--- src/slope_color_ramp_assert.svh ---
// assertion macros for the slope color ramp
// include this file inside any module that checks its own pipeline
`ifndef SLOPE_COLOR_RAMP_ASSERT_SVH
`define SLOPE_COLOR_RAMP_ASSERT_SVH
`ifndef SYNTHESIS
`define SCR_ASSERT_IMPLIES(name, clk_s, rst_s, ante, cons) \
  name: assert property (@(posedge clk_s) disable iff (rst_s) (ante) |-> (cons)) \
    else $error("slope_color_ramp check failed");
`define SCR_ASSERT_NEXT(name, clk_s, rst_s, ante, cons) \
  name: assert property (@(posedge clk_s) disable iff (rst_s) (ante) |=> (cons)) \
    else $error("slope_color_ramp check failed");
`else
`define SCR_ASSERT_IMPLIES(name, clk_s, rst_s, ante, cons)
`define SCR_ASSERT_NEXT(name, clk_s, rst_s, ante, cons)
`endif
`endif

--- src/scr_pkg.sv ---
// shared constants and types for the slope color ramp
// no dependencies
`default_nettype none
package scr_pkg;
  localparam int SLOPE_WIDTH_DEFAULT = 16;
  localparam int COLOR_WIDTH = 24;
  localparam int CHAN_WIDTH = 8;
  localparam int NUM_CHAN = 3;
  localparam int QUOT_BITS = 8;
  localparam int CFG_INDEX_WIDTH = 3;

  localparam logic [CFG_INDEX_WIDTH-1:0] REG_LOW_STOP   = 3'd0;
  localparam logic [CFG_INDEX_WIDTH-1:0] REG_MID_STOP   = 3'd1;
  localparam logic [CFG_INDEX_WIDTH-1:0] REG_HIGH_STOP  = 3'd2;
  localparam logic [CFG_INDEX_WIDTH-1:0] REG_LOW_COLOR  = 3'd3;
  localparam logic [CFG_INDEX_WIDTH-1:0] REG_MID_COLOR  = 3'd4;
  localparam logic [CFG_INDEX_WIDTH-1:0] REG_HIGH_COLOR = 3'd5;

  typedef logic [CHAN_WIDTH-1:0] chan_t;
  typedef logic [COLOR_WIDTH-1:0] color_t;

  localparam color_t LOW_COLOR_RESET  = 24'h000000;
  localparam color_t MID_COLOR_RESET  = 24'h7A7A7A;
  localparam color_t HIGH_COLOR_RESET = 24'hFFFFFF;
endpackage
`default_nettype wire

--- src/scr_div_pipe.sv ---
// pipelined restoring divider, one quotient bit per stage, three lanes
// sharing one divisor; depends on scr_pkg
`default_nettype none
module scr_div_pipe #(
  parameter int NUM_WIDTH = 26,
  parameter int DEN_WIDTH = 17
) (
  input  wire logic                clk,
  input  wire logic                rst,
  input  wire logic                in_valid,
  input  wire logic [NUM_WIDTH-1:0] num [scr_pkg::NUM_CHAN],
  input  wire logic [DEN_WIDTH-1:0] den,
  output logic                     out_valid,
  output scr_pkg::chan_t           quot [scr_pkg::NUM_CHAN]
);
  import scr_pkg::*;

  // the last stage only produces a quotient bit, so divisor and remainder
  // are carried through the first QUOT_BITS-1 stages only
  logic                 vld   [0:QUOT_BITS];
  logic [DEN_WIDTH-1:0] den_p [0:QUOT_BITS-1];
  logic [NUM_WIDTH-1:0] rem   [0:QUOT_BITS-1][NUM_CHAN];
  chan_t                q     [0:QUOT_BITS][NUM_CHAN];

  assign vld[0]   = in_valid;
  assign den_p[0] = den;

  for (genvar k = 0; k < NUM_CHAN; k++) begin : g_in
    assign rem[0][k] = num[k];
    assign q[0][k]   = '0;
    assign quot[k]   = q[QUOT_BITS][k];
  end

  for (genvar j = 0; j < QUOT_BITS; j++) begin : g_stage
    localparam int BIT = QUOT_BITS - 1 - j;
    logic [NUM_WIDTH-1:0] shifted;
    assign shifted = NUM_WIDTH'(den_p[j]) << BIT;

    always_ff @(posedge clk) begin
      if (rst) begin
        vld[j+1] <= 1'b0;
      end else begin
        vld[j+1] <= vld[j];
      end
    end

    if (j < QUOT_BITS - 1) begin : g_den
      always_ff @(posedge clk) begin
        den_p[j+1] <= den_p[j];
      end
    end

    for (genvar k = 0; k < NUM_CHAN; k++) begin : g_lane
      logic ge;
      assign ge = rem[j][k] >= shifted;
      always_ff @(posedge clk) begin
        q[j+1][k] <= {q[j][k][CHAN_WIDTH-2:0], ge};
      end
      if (j < QUOT_BITS - 1) begin : g_rem
        always_ff @(posedge clk) begin
          rem[j+1][k] <= ge ? rem[j][k] - shifted : rem[j][k];
        end
      end
    end
  end

  assign out_valid = vld[QUOT_BITS];
endmodule
`default_nettype wire

--- src/slope_color_ramp.sv ---
// slope color ramp: an accepted request passes through these stages to done
// (select stage, multiply stage, numerator stage, 8 divider stages)
// throughput one request per cycle; the 8-stage restoring divider sets the depth
// results are never held off, so busy is only high during reset
// synchronous reset clears all stage valid bits and restores the stop and color registers
`default_nettype none
`include "slope_color_ramp_assert.svh"
module slope_color_ramp #(
  parameter int SLOPE_WIDTH = scr_pkg::SLOPE_WIDTH_DEFAULT
) (
  input  wire logic                                  clk,
  input  wire logic                                  rst,
  input  wire logic                                  start,
  output logic                                       busy,
  input  wire logic [SLOPE_WIDTH-1:0]                slope,
  output logic                                       done,
  output logic [scr_pkg::CHAN_WIDTH-1:0]             red,
  output logic [scr_pkg::CHAN_WIDTH-1:0]             green,
  output logic [scr_pkg::CHAN_WIDTH-1:0]             blue,
  input  wire logic                                  cfg_wr,
  input  wire logic [scr_pkg::CFG_INDEX_WIDTH-1:0]   cfg_addr,
  input  wire logic [(SLOPE_WIDTH > scr_pkg::COLOR_WIDTH ?
                      SLOPE_WIDTH : scr_pkg::COLOR_WIDTH)-1:0] cfg_data
);
  import scr_pkg::*;

  // numerator 2*(c0*rest + c1*off) + span stays below 512*span
  localparam int PROD_WIDTH = SLOPE_WIDTH + CHAN_WIDTH;
  localparam int NUM_WIDTH  = SLOPE_WIDTH + CHAN_WIDTH + 2;
  localparam int DEN_WIDTH  = SLOPE_WIDTH + 1;
  localparam int LATENCY    = 3 + QUOT_BITS;

  // configuration registers
  logic [SLOPE_WIDTH-1:0] low_stop, mid_stop, high_stop;
  color_t                 low_color, mid_color, high_color;

  always_ff @(posedge clk) begin
    if (rst) begin
      low_stop   <= '0;
      mid_stop   <= '0;
      high_stop  <= '0;
      low_color  <= LOW_COLOR_RESET;
      mid_color  <= MID_COLOR_RESET;
      high_color <= HIGH_COLOR_RESET;
    end else if (cfg_wr) begin
      case (cfg_addr)
        REG_LOW_STOP:   low_stop   <= cfg_data[SLOPE_WIDTH-1:0];
        REG_MID_STOP:   mid_stop   <= cfg_data[SLOPE_WIDTH-1:0];
        REG_HIGH_STOP:  high_stop  <= cfg_data[SLOPE_WIDTH-1:0];
        REG_LOW_COLOR:  low_color  <= cfg_data[COLOR_WIDTH-1:0];
        REG_MID_COLOR:  mid_color  <= cfg_data[COLOR_WIDTH-1:0];
        REG_HIGH_COLOR: high_color <= cfg_data[COLOR_WIDTH-1:0];
        default: ;  // unknown index, write dropped
      endcase
    end
  end

  assign busy = rst;

  logic accept;
  assign accept = start && !busy;

  // stage 1: pick the segment and form offset, remainder of span, span
  // clamped slopes and empty segments become off 0, span 1, which
  // makes the divider return the start color unchanged
  logic [SLOPE_WIDTH-1:0] seg_a, seg_b;
  color_t                 sel_c0, sel_c1;
  logic                   clamp;
  logic [SLOPE_WIDTH-1:0] off_next, rest_next, span_next;

  always_comb begin
    seg_a  = mid_stop;
    seg_b  = high_stop;
    sel_c0 = mid_color;
    sel_c1 = high_color;
    clamp  = 1'b0;
    if (slope < low_stop) begin
      sel_c0 = low_color;
      sel_c1 = low_color;
      clamp  = 1'b1;
    end else if (slope > high_stop) begin
      sel_c0 = high_color;
      sel_c1 = high_color;
      clamp  = 1'b1;
    end else if (slope < mid_stop) begin
      seg_a  = low_stop;
      seg_b  = mid_stop;
      sel_c0 = low_color;
      sel_c1 = mid_color;
    end
    if (clamp || seg_b <= seg_a) begin
      off_next  = '0;
      rest_next = SLOPE_WIDTH'(1);
      span_next = SLOPE_WIDTH'(1);
    end else begin
      off_next  = slope - seg_a;
      rest_next = seg_b - slope;
      span_next = seg_b - seg_a;
    end
  end

  logic                   v1;
  logic [SLOPE_WIDTH-1:0] off1, rest1, span1;
  color_t                 c0_1, c1_1;

  always_ff @(posedge clk) begin
    if (rst) begin
      v1 <= 1'b0;
    end else begin
      v1 <= accept;
    end
  end

  always_ff @(posedge clk) begin
    off1  <= off_next;
    rest1 <= rest_next;
    span1 <= span_next;
    c0_1  <= sel_c0;
    c1_1  <= sel_c1;
  end

  // stage 2: weight each end color, one pair of products per channel
  logic                   v2;
  logic [SLOPE_WIDTH-1:0] span2;
  logic [PROD_WIDTH-1:0]  p0 [NUM_CHAN];
  logic [PROD_WIDTH-1:0]  p1 [NUM_CHAN];

  // stage 3: rounding numerator, halves added as one span
  logic                   v3;
  logic [SLOPE_WIDTH-1:0] span3;
  logic [NUM_WIDTH-1:0]   num3 [NUM_CHAN];

  always_ff @(posedge clk) begin
    if (rst) begin
      v2 <= 1'b0;
      v3 <= 1'b0;
    end else begin
      v2 <= v1;
      v3 <= v2;
    end
  end

  always_ff @(posedge clk) begin
    span2 <= span1;
    span3 <= span2;
  end

  for (genvar k = 0; k < NUM_CHAN; k++) begin : g_chan
    logic [PROD_WIDTH:0] wsum;
    assign wsum = {1'b0, p0[k]} + {1'b0, p1[k]};
    always_ff @(posedge clk) begin
      p0[k]   <= PROD_WIDTH'(c0_1[CHAN_WIDTH*k +: CHAN_WIDTH]) * PROD_WIDTH'(rest1);
      p1[k]   <= PROD_WIDTH'(c1_1[CHAN_WIDTH*k +: CHAN_WIDTH]) * PROD_WIDTH'(off1);
      num3[k] <= NUM_WIDTH'({wsum, 1'b0}) + NUM_WIDTH'(span2);
    end
  end

  // stages 4 to 11: divide by twice the span, quotient is the channel
  chan_t quot [NUM_CHAN];

  scr_div_pipe #(
    .NUM_WIDTH (NUM_WIDTH),
    .DEN_WIDTH (DEN_WIDTH)
  ) u_div (
    .clk       (clk),
    .rst       (rst),
    .in_valid  (v3),
    .num       (num3),
    .den       ({span3, 1'b0}),
    .out_valid (done),
    .quot      (quot)
  );

  assign red   = quot[0];
  assign green = quot[1];
  assign blue  = quot[2];

  // every request enters the pipeline on the next cycle
  `SCR_ASSERT_NEXT(a_enter, clk, rst, accept, v1)
  // a result only ever comes from a request taken the fixed latency earlier
  `SCR_ASSERT_IMPLIES(a_latency, clk, rst, done, $past(accept, LATENCY))
  // segment math never divides by zero and the offset stays inside the span
  `SCR_ASSERT_IMPLIES(a_span, clk, rst, v1, (span1 != '0) && (off1 <= span1))
  // numerators keep the quotient within one channel
  `SCR_ASSERT_IMPLIES(a_num_range, clk, rst, v3, (num3[0] < (NUM_WIDTH'(span3) << 9)) && (num3[1] < (NUM_WIDTH'(span3) << 9)) && (num3[2] < (NUM_WIDTH'(span3) << 9)))
endmodule
`default_nettype wire

--- config.mk ---
export PLATFORM = sky130hd
export DESIGN_NAME = slope_color_ramp
export DESIGN_NICKNAME = d
export VERILOG_FILES = /design/src/scr_pkg.sv /design/src/scr_div_pipe.sv /design/src/slope_color_ramp.sv
export VERILOG_INCLUDE_DIRS = /design/src /design/src/src
export SDC_FILE = /design/constraint.sdc
export NUM_CORES = 2
export LEC_CHECK = 0
export ABC_CLOCK_PERIOD_IN_PS = 9300
export BUFFER_PORTS_ARGS = -buffer_cell sky130_fd_sc_hd__buf_2
export CAP_MARGIN = 20
export CORE_ASPECT_RATIO = 1.1
export CORE_UTILIZATION = 55
export CTS_CLUSTER_SIZE = 28
export DETAILED_ROUTE_END_ITERATION = 16
export GPL_TIMING_DRIVEN = 1
export PLACE_DENSITY = 0.73
export SLEW_MARGIN = 20
export SYNTH_ARGS = -nofsm -noshare
export SYNTH_HDL_FRONTEND = slang
export SYNTH_SLANG_ARGS = --single-unit
--- constraint.sdc ---
create_clock -name clk -period 9.3 [get_ports clk]
set_input_delay 0.93 -clock clk [delete_from_list [all_inputs] [get_ports clk]]
set_output_delay 0.93 -clock clk [all_outputs]
set_load 0.03 [all_outputs]
* After elaboration in Yosys (flattened, before gate mapping)
Memory sizes are Yosys's and may differ from the RTL's. Index checks and enable logic that the tools add are counted.
Cells by class: $add $sub $neg 30, multiply operators 6, div/mod/pow operators 0, order comparisons 28, equality and inequality tests 5, shifts and indexed selects 0, mux-type cells 35, bitwise logic cells 0, reductions and logical operators 10
Operators by type and width (count):
- 2-to-1 mux 26 bit | 21
- multiplier 8 x 16 -> 24 bit | 6
- 2-to-1 mux 24 bit | 6
- 2-to-1 mux 16 bit | 6
- adder 26 x 16 -> 26 bit | 3
- >= comparator 26 x 17 -> 1 bit | 3
- >= comparator 26 x 18 -> 1 bit | 3
- >= comparator 26 x 19 -> 1 bit | 3
- >= comparator 26 x 20 -> 1 bit | 3
- >= comparator 26 x 21 -> 1 bit | 3
- >= comparator 26 x 22 -> 1 bit | 3
- >= comparator 26 x 23 -> 1 bit | 3
- >= comparator 26 x 24 -> 1 bit | 3
- subtractor 26 x 18 -> 26 bit | 3
- subtractor 26 x 19 -> 26 bit | 3
- subtractor 26 x 20 -> 26 bit | 3
- subtractor 26 x 21 -> 26 bit | 3
- subtractor 26 x 22 -> 26 bit | 3
- subtractor 26 x 23 -> 26 bit | 3
- subtractor 26 x 24 -> 26 bit | 3
- adder 24 x 24 -> 25 bit | 3
- subtractor 16 bit | 3
- < comparator 16 bit | 2
- greater-than comparator 16 bit | 1
- other kinds (10) | 18
Word-level totals: register bits 1103, bits in latches 0, memory bits (writable) 144, memory bits (read-only) 0, bits of input ports 47, output and inout bits 26, logic and storage cells 195, memories 2
Memory list:
- p0 | words 3, width 24, rd ports 3, clocked after Yosys merged registers in 0, wr ports 3, line slope_color_ramp.sv:125 | logic [PROD_WIDTH-1:0] p0 [NUM_CHAN];
- p1 | words 3, width 24, rd ports 3, clocked after Yosys merged registers in 0, wr ports 3, line slope_color_ramp.sv:126 | logic [PROD_WIDTH-1:0] p1 [NUM_CHAN];

* Logic depth before layout (Yosys ltp)
depth in word-level cells 6, gate-level depth with buffers 26

* Cells and area by module
A second synthesis with hierarchy kept.
Second synthesis, totals: cells, all modules 9742, area, all modules 86601.8 sq um
By module, submodules not included:
- slope_color_ramp | times used 1, cells each 5165, area an instance 45474.9 sq um, sequential area each 9409.0 sq um
- scr_div_pipe | times used 1, cells each 4577, area an instance 41126.9 sq um, sequential area each 15635.0 sq um

* Least setup slack after synthesis
OpenSTA, ideal clock, no wires.
path kind input port to flip-flop, start point input slope[10], end point register off1[3], data arrival time 5.858 ns, required time 9.168 ns, path slack 3.311 ns, stages 22, path buffers 2, path through ha_1 -> and3_1 -> a221o_1 -> a221oi_1 -> a21oi_1 -> nand2b_1 -> nor2_1 -> buf_2 -> mux2i_1 -> ha_1 -> inv_1 -> fa_1 -> a21o_1 -> a21oi_1 -> nor2b_1 -> o21ai_0 -> a211o_1 -> a31oi_1 -> a221o_1 -> nand3_1 -> clkbuf_1 -> nor3_1
On the way: word-level cells in the longest chain between the ends 6, elaborated cells on any way between the ends 14, those cells by class add/sub (1); order compare (4); mux (8); reduce/logical (1)
RTL lines:
- start: declaration | line slope_color_ramp.sv:15 | input wire logic [SLOPE_WIDTH-1:0] slope,
- < comparator 16 bit | line slope_color_ramp.sv:85 | end else if (slope < mid_stop) begin
- 2-to-1 mux 16 bit | line slope_color_ramp.sv:85
- 2-to-1 mux 16 bit | line slope_color_ramp.sv:81 | end else if (slope > high_stop) begin
- 2-to-1 mux 16 bit | line slope_color_ramp.sv:77 | if (slope < low_stop) begin
- less-or-equal comparator 16 bit | line slope_color_ramp.sv:91 | if (clamp || seg_b <= seg_a) begin
- logical OR 1 bit | line slope_color_ramp.sv:91
- end signal: assignment | line slope_color_ramp.sv:115 | off1 <= off_next;
- end: declaration | line slope_color_ramp.sv:103 | logic [SLOPE_WIDTH-1:0] off1, rest1, span1;
Several ways; a longest one is shown, not always the timed one. A chain may end at the register's enable or synchronous reset.

* Final worst setup path
start point register high_stop[10], end point register off1[6]
On the way: word-level cells in the longest chain between the ends 5, elaborated cells on any way between the ends 11, those cells by class add/sub (1); order compare (2); mux (7); reduce/logical (1)
RTL lines:
- start: declaration | line slope_color_ramp.sv:34 | logic [SLOPE_WIDTH-1:0] low_stop, mid_stop, high_stop;
- start signal: assignment | line slope_color_ramp.sv:49 | REG_HIGH_STOP: high_stop <= cfg_data[SLOPE_WIDTH-1:0];
- greater-than comparator 16 bit / 2-to-1 mux 16 bit (equally long branches) | line slope_color_ramp.sv:81, slope_color_ramp.sv:85
- 2-to-1 mux 16 bit | line slope_color_ramp.sv:81
- 2-to-1 mux 16 bit | line slope_color_ramp.sv:77
- less-or-equal comparator 16 bit | line slope_color_ramp.sv:91
- logical OR 1 bit | line slope_color_ramp.sv:91
Several ways; a longest one is shown, not always the timed one.

==> impl_metrics.yaml <==
status:
  status: "finished, final reports clean"
worst_hold_path:
  hold_class: "reg -> reg"
pwr:
  sw_frac_of_total: 0.420
  pwr-share-clk: 0.203
  p_per_area_nw_per_um2: 307
  comb_power_share: 0.488
  p_int_mw: 16.1
  switching_power_mw: 11.7
  seqPwrFrac: 0.309
  ir_drop_mv: 0.203
  p_leak_nw: 41.4
detailed_routing:
  drt-initial-drc-count: 4180
  via_per_inst: 5.69
  drc_errors: 0
  via_count: 64700
  wl_um: 235000
  drt-pass1-iter-count: 6
  antenna_left: 0
  wl_per_cell_um: 20.7
grt:
  grt_pass1_vias: 64700
  grt_max_degree: 82
  grt_usage: 0.304
  grt_pass1_wl_um: 362000
  globalRoute.totalOverflow: 0
  antenna_found_initial: 24
cells_and_area:
  post-route-util: 0.602
  syn_to_final_growth_pct: 8.30
  fill_cells: 13000
  layout_commonest_cell: "dfxtp_1"
  nNetsFinal: 10700
  final_cell_mix: "dfxtp_1 (1223), inv_1 (989), nand2_1 (892), ha_1 (854), and2_1 (660)"
  drive_gt1_frac: 0.0588
logic_synthesis:
  avgSynthCellArea_um2: 9.01
  synth_nets: 10700
  synth.distinct_cells: 114
  syn_inst: 9282
  yosysWarningCount: 0
  synth_edf_count: 0
  synth_seq_cells: 1223
  synthArstFlopShare: 0
  yosys_most_used_dff: "dfxtp_1"
  syn-cell-area_um2: 83600
  ys_seq_area_frac: 0.293
sta:
  period_needed_ps: 6310
  slew_headroom: 0.200
  worstMarginPinSlew_ps: 1190
  fin_setup_tns_ps: 0
  clock.fmax_mhz: 159
  clock_skew_ps: 46.0
  slew_violations: 0
  rsz0062_at_grt: "false"
  fin_crit_sh: 0.678
  finalSetupViolCount: 0
  final_hold_viol_count: 0
placed_design:
  port_buffers: 72
  dp_hpwl_um: 186000
  gp_congestion: 0.992
worst_setup_path:
  cp.arrival_ps: 6980
  cp-start-kind: "flop"
  cp_max_fo: 46
  critPathRequiredTime_ps: 9970
  r2r_slack_ps: 2990
  cp-end-kind: "flop"
  max_stage_delay_ps: 560
  worstSetupPathType: "reg -> reg"
  crit_slowest_cell: "nor2_4"
  cp.buffers_inverters: 3
  cp_cell_sequence: "inv_1 > ha_1 > and3_1 > a221o_1 > a221oi_1 > a21oi_4 > nand2b_1 > nor2_4 > mux2i_1 > ha_1 > inv_1 > fa_1 > a21o_1 > a21oi_1 > nor2b_1 > o21ai_0 > a211o_1 > a31oi_1 > a221o_1 > nand3_1 > buf_4 > nor3_1"
  cp_top_family: "compound AO/OA/AOI/OAI gates"
clock_network:
  cts_tree: "yes"
  htree_levels: 4
  cts.clk_slew.worst_paths_ps: 70
  numCtsBuffers: 135
  post_cts_buffers: 0
  cts_hold_buf: 0
  clock_latency_ps: 810
  root_buffer: "clkbuf_16"
  cts.repair.resized: 0
  clock_path_buffers: 3
  clock-sinks: 1223
die:
  ios: 73
  die_w_um: 374
  core_region_area_um2: 150000
  die_h_um: 411
  die-area_um2: 154000
  start_util: 0.556
  floorplan.rows: 149
flow_run:
  max_cap_violations: 0
[kinds of logic (layout without fill, tap and decap cells)]
logic type | count (synthesis) | after routing | synth area share
compound gates | 1734 | 1734 | 0.133
xor+xnor | 572 | 572 | 0.0600
flops | 1223 | 1223 | 0.293
other cells | 0 | 36 | 0
simple gates | 2965 | 2965 | 0.181
buf+inv | 1252 | 1350 | 0.0579
fa+ha+maj | 1388 | 1388 | 0.256
mux | 148 | 148 | 0.0194
[final timing paths]
check                      from        endpoint  cells after the start
setup / recovery  high_stop[10]         off1[6]                     22
hold / removal      u_div.q[34]  u_div.quot[11]                      0
setup reg to reg  high_stop[10]         off1[6]                     22
hold reg to reg     u_div.q[34]  u_div.quot[11]                      0
[cell type report]
cell class,count,area [um^2],share of cell area
multi-input combinational,6807,54400,0.600
sequential,1223,24500,0.270
clock buffer,168,3750,0.0414
inverter,989,3710,0.0410
tap,1963,2460,0.0271
clock inverter,73,957,0.0106
timing repair buffer,120,731,0.00807
antenna,36,90.1,0.000995
[through the flow]
| stage | setup WS [ps] | hold WS [ps] | std cells | instance area (um^2) | total power [mW] |
|---|---|---|---|---|---|
| after floorplan | 3310 | 310 | 9282 | 83600 | 18.1 |
| after global placement | 2360 | 310 | 11100 | 85700 | 21.7 |
| after detailed placement | 2270 | 312 | 11100 | 85700 | 22.0 |
| after CTS | 3010 | 303 | 11300 | 90400 | 27.8 |
| after global routing | 2580 | 330 | 11400 | 90500 | 29.7 |
| final | 2990 | 321 | 11400 | 90500 | 27.8 |
[layer usage]
metal,track usage,wire length [um],vias up
met5,0,21,-
met4,0.226,18600,4
met3,0.0407,10500,573
met2,0.528,115000,1757
met1,0.342,91300,31200
li1,-,-,31200
[registers in the layout (all words and copies together), names as in the netlist, 24 cells and up]
register and cells:
u_div.rem 532, u_div.den_p 105, u_div.quot 24, c0_1 24, p0 72, high_color 24
p1 72, num3 76, c1_1 24, low_color 24, mid_color 24, u_div.q 84
[power by group through the flow]
stage / Clock [mW] / Combinational (mW) / Sequential, mW
floorplan: 0 / 10.3 / 7.84
global placement: 0 / 13.1 / 8.64
detailed placement: 0 / 13.3 / 8.67
CTS: 5.73 / 13.5 / 8.58
global route: 5.94 / 15.1 / 8.72
finish: 5.63 / 13.6 / 8.59
[worst reg2reg max path, cell delays in order (launching register included)]
cell,delay [ps]
dfxtp_1,330
inv_1,60
ha_1,280
and3_1,190
a221o_1,360
a221oi_1,450
a21oi_4,320
nand2b_1,340
nor2_4,560
mux2i_1,340
ha_1,210
inv_1,60
fa_1,450
a21o_1,180
a21oi_1,170
nor2b_1,80
o21ai_0,310
a211o_1,210
a31oi_1,150
a221o_1,420
nand3_1,90
buf_4,440
nor3_1,150
[synthesized netlist by cell type (16+ instances only)]
cell type / number / share of area
nand3_1: 127 / 0.0076
buf_2: 23 / 0.0014
nor2_1: 464 / 0.021
xnor2_1: 359 / 0.038
mux2i_1: 55 / 0.0066
nand2_1: 892 / 0.040
and2_1: 660 / 0.049
and3_1: 68 / 0.0051
nand3b_1: 58 / 0.0052
nand2b_1: 78 / 0.0058
o2111ai_1: 16 / 0.0017
a211oi_1: 51 / 0.0046
buf_4: 26 / 0.0023
a22oi_1: 26 / 0.0023
o21ai_1: 29 / 0.0017
a21oi_1: 520 / 0.031
nor3_1: 171 / 0.010
dfxtp_1: 1223 / 0.29
nor4_1: 60 / 0.0045
clkbuf_1: 209 / 0.0094
o31a_1: 16 / 0.0017
mux2_2: 84 / 0.011
or3_1: 63 / 0.0047
or2_2: 30 / 0.0022
a21boi_0: 49 / 0.0044
a31oi_1: 42 / 0.0031
nand4b_1: 28 / 0.0029
nor4b_1: 20 / 0.0021
nand4_1: 69 / 0.0052
nor2b_1: 116 / 0.0087
inv_1: 989 / 0.044
o211ai_1: 30 / 0.0027
o31ai_1: 71 / 0.0064
ha_1: 854 / 0.13
o21ai_0: 395 / 0.024
xor2_1: 212 / 0.022
o21a_1: 77 / 0.0069
a21o_1: 193 / 0.017
o21bai_1: 37 / 0.0033
fa_1: 534 / 0.13
No activity file was read; power rests on OpenSTA's default activity.
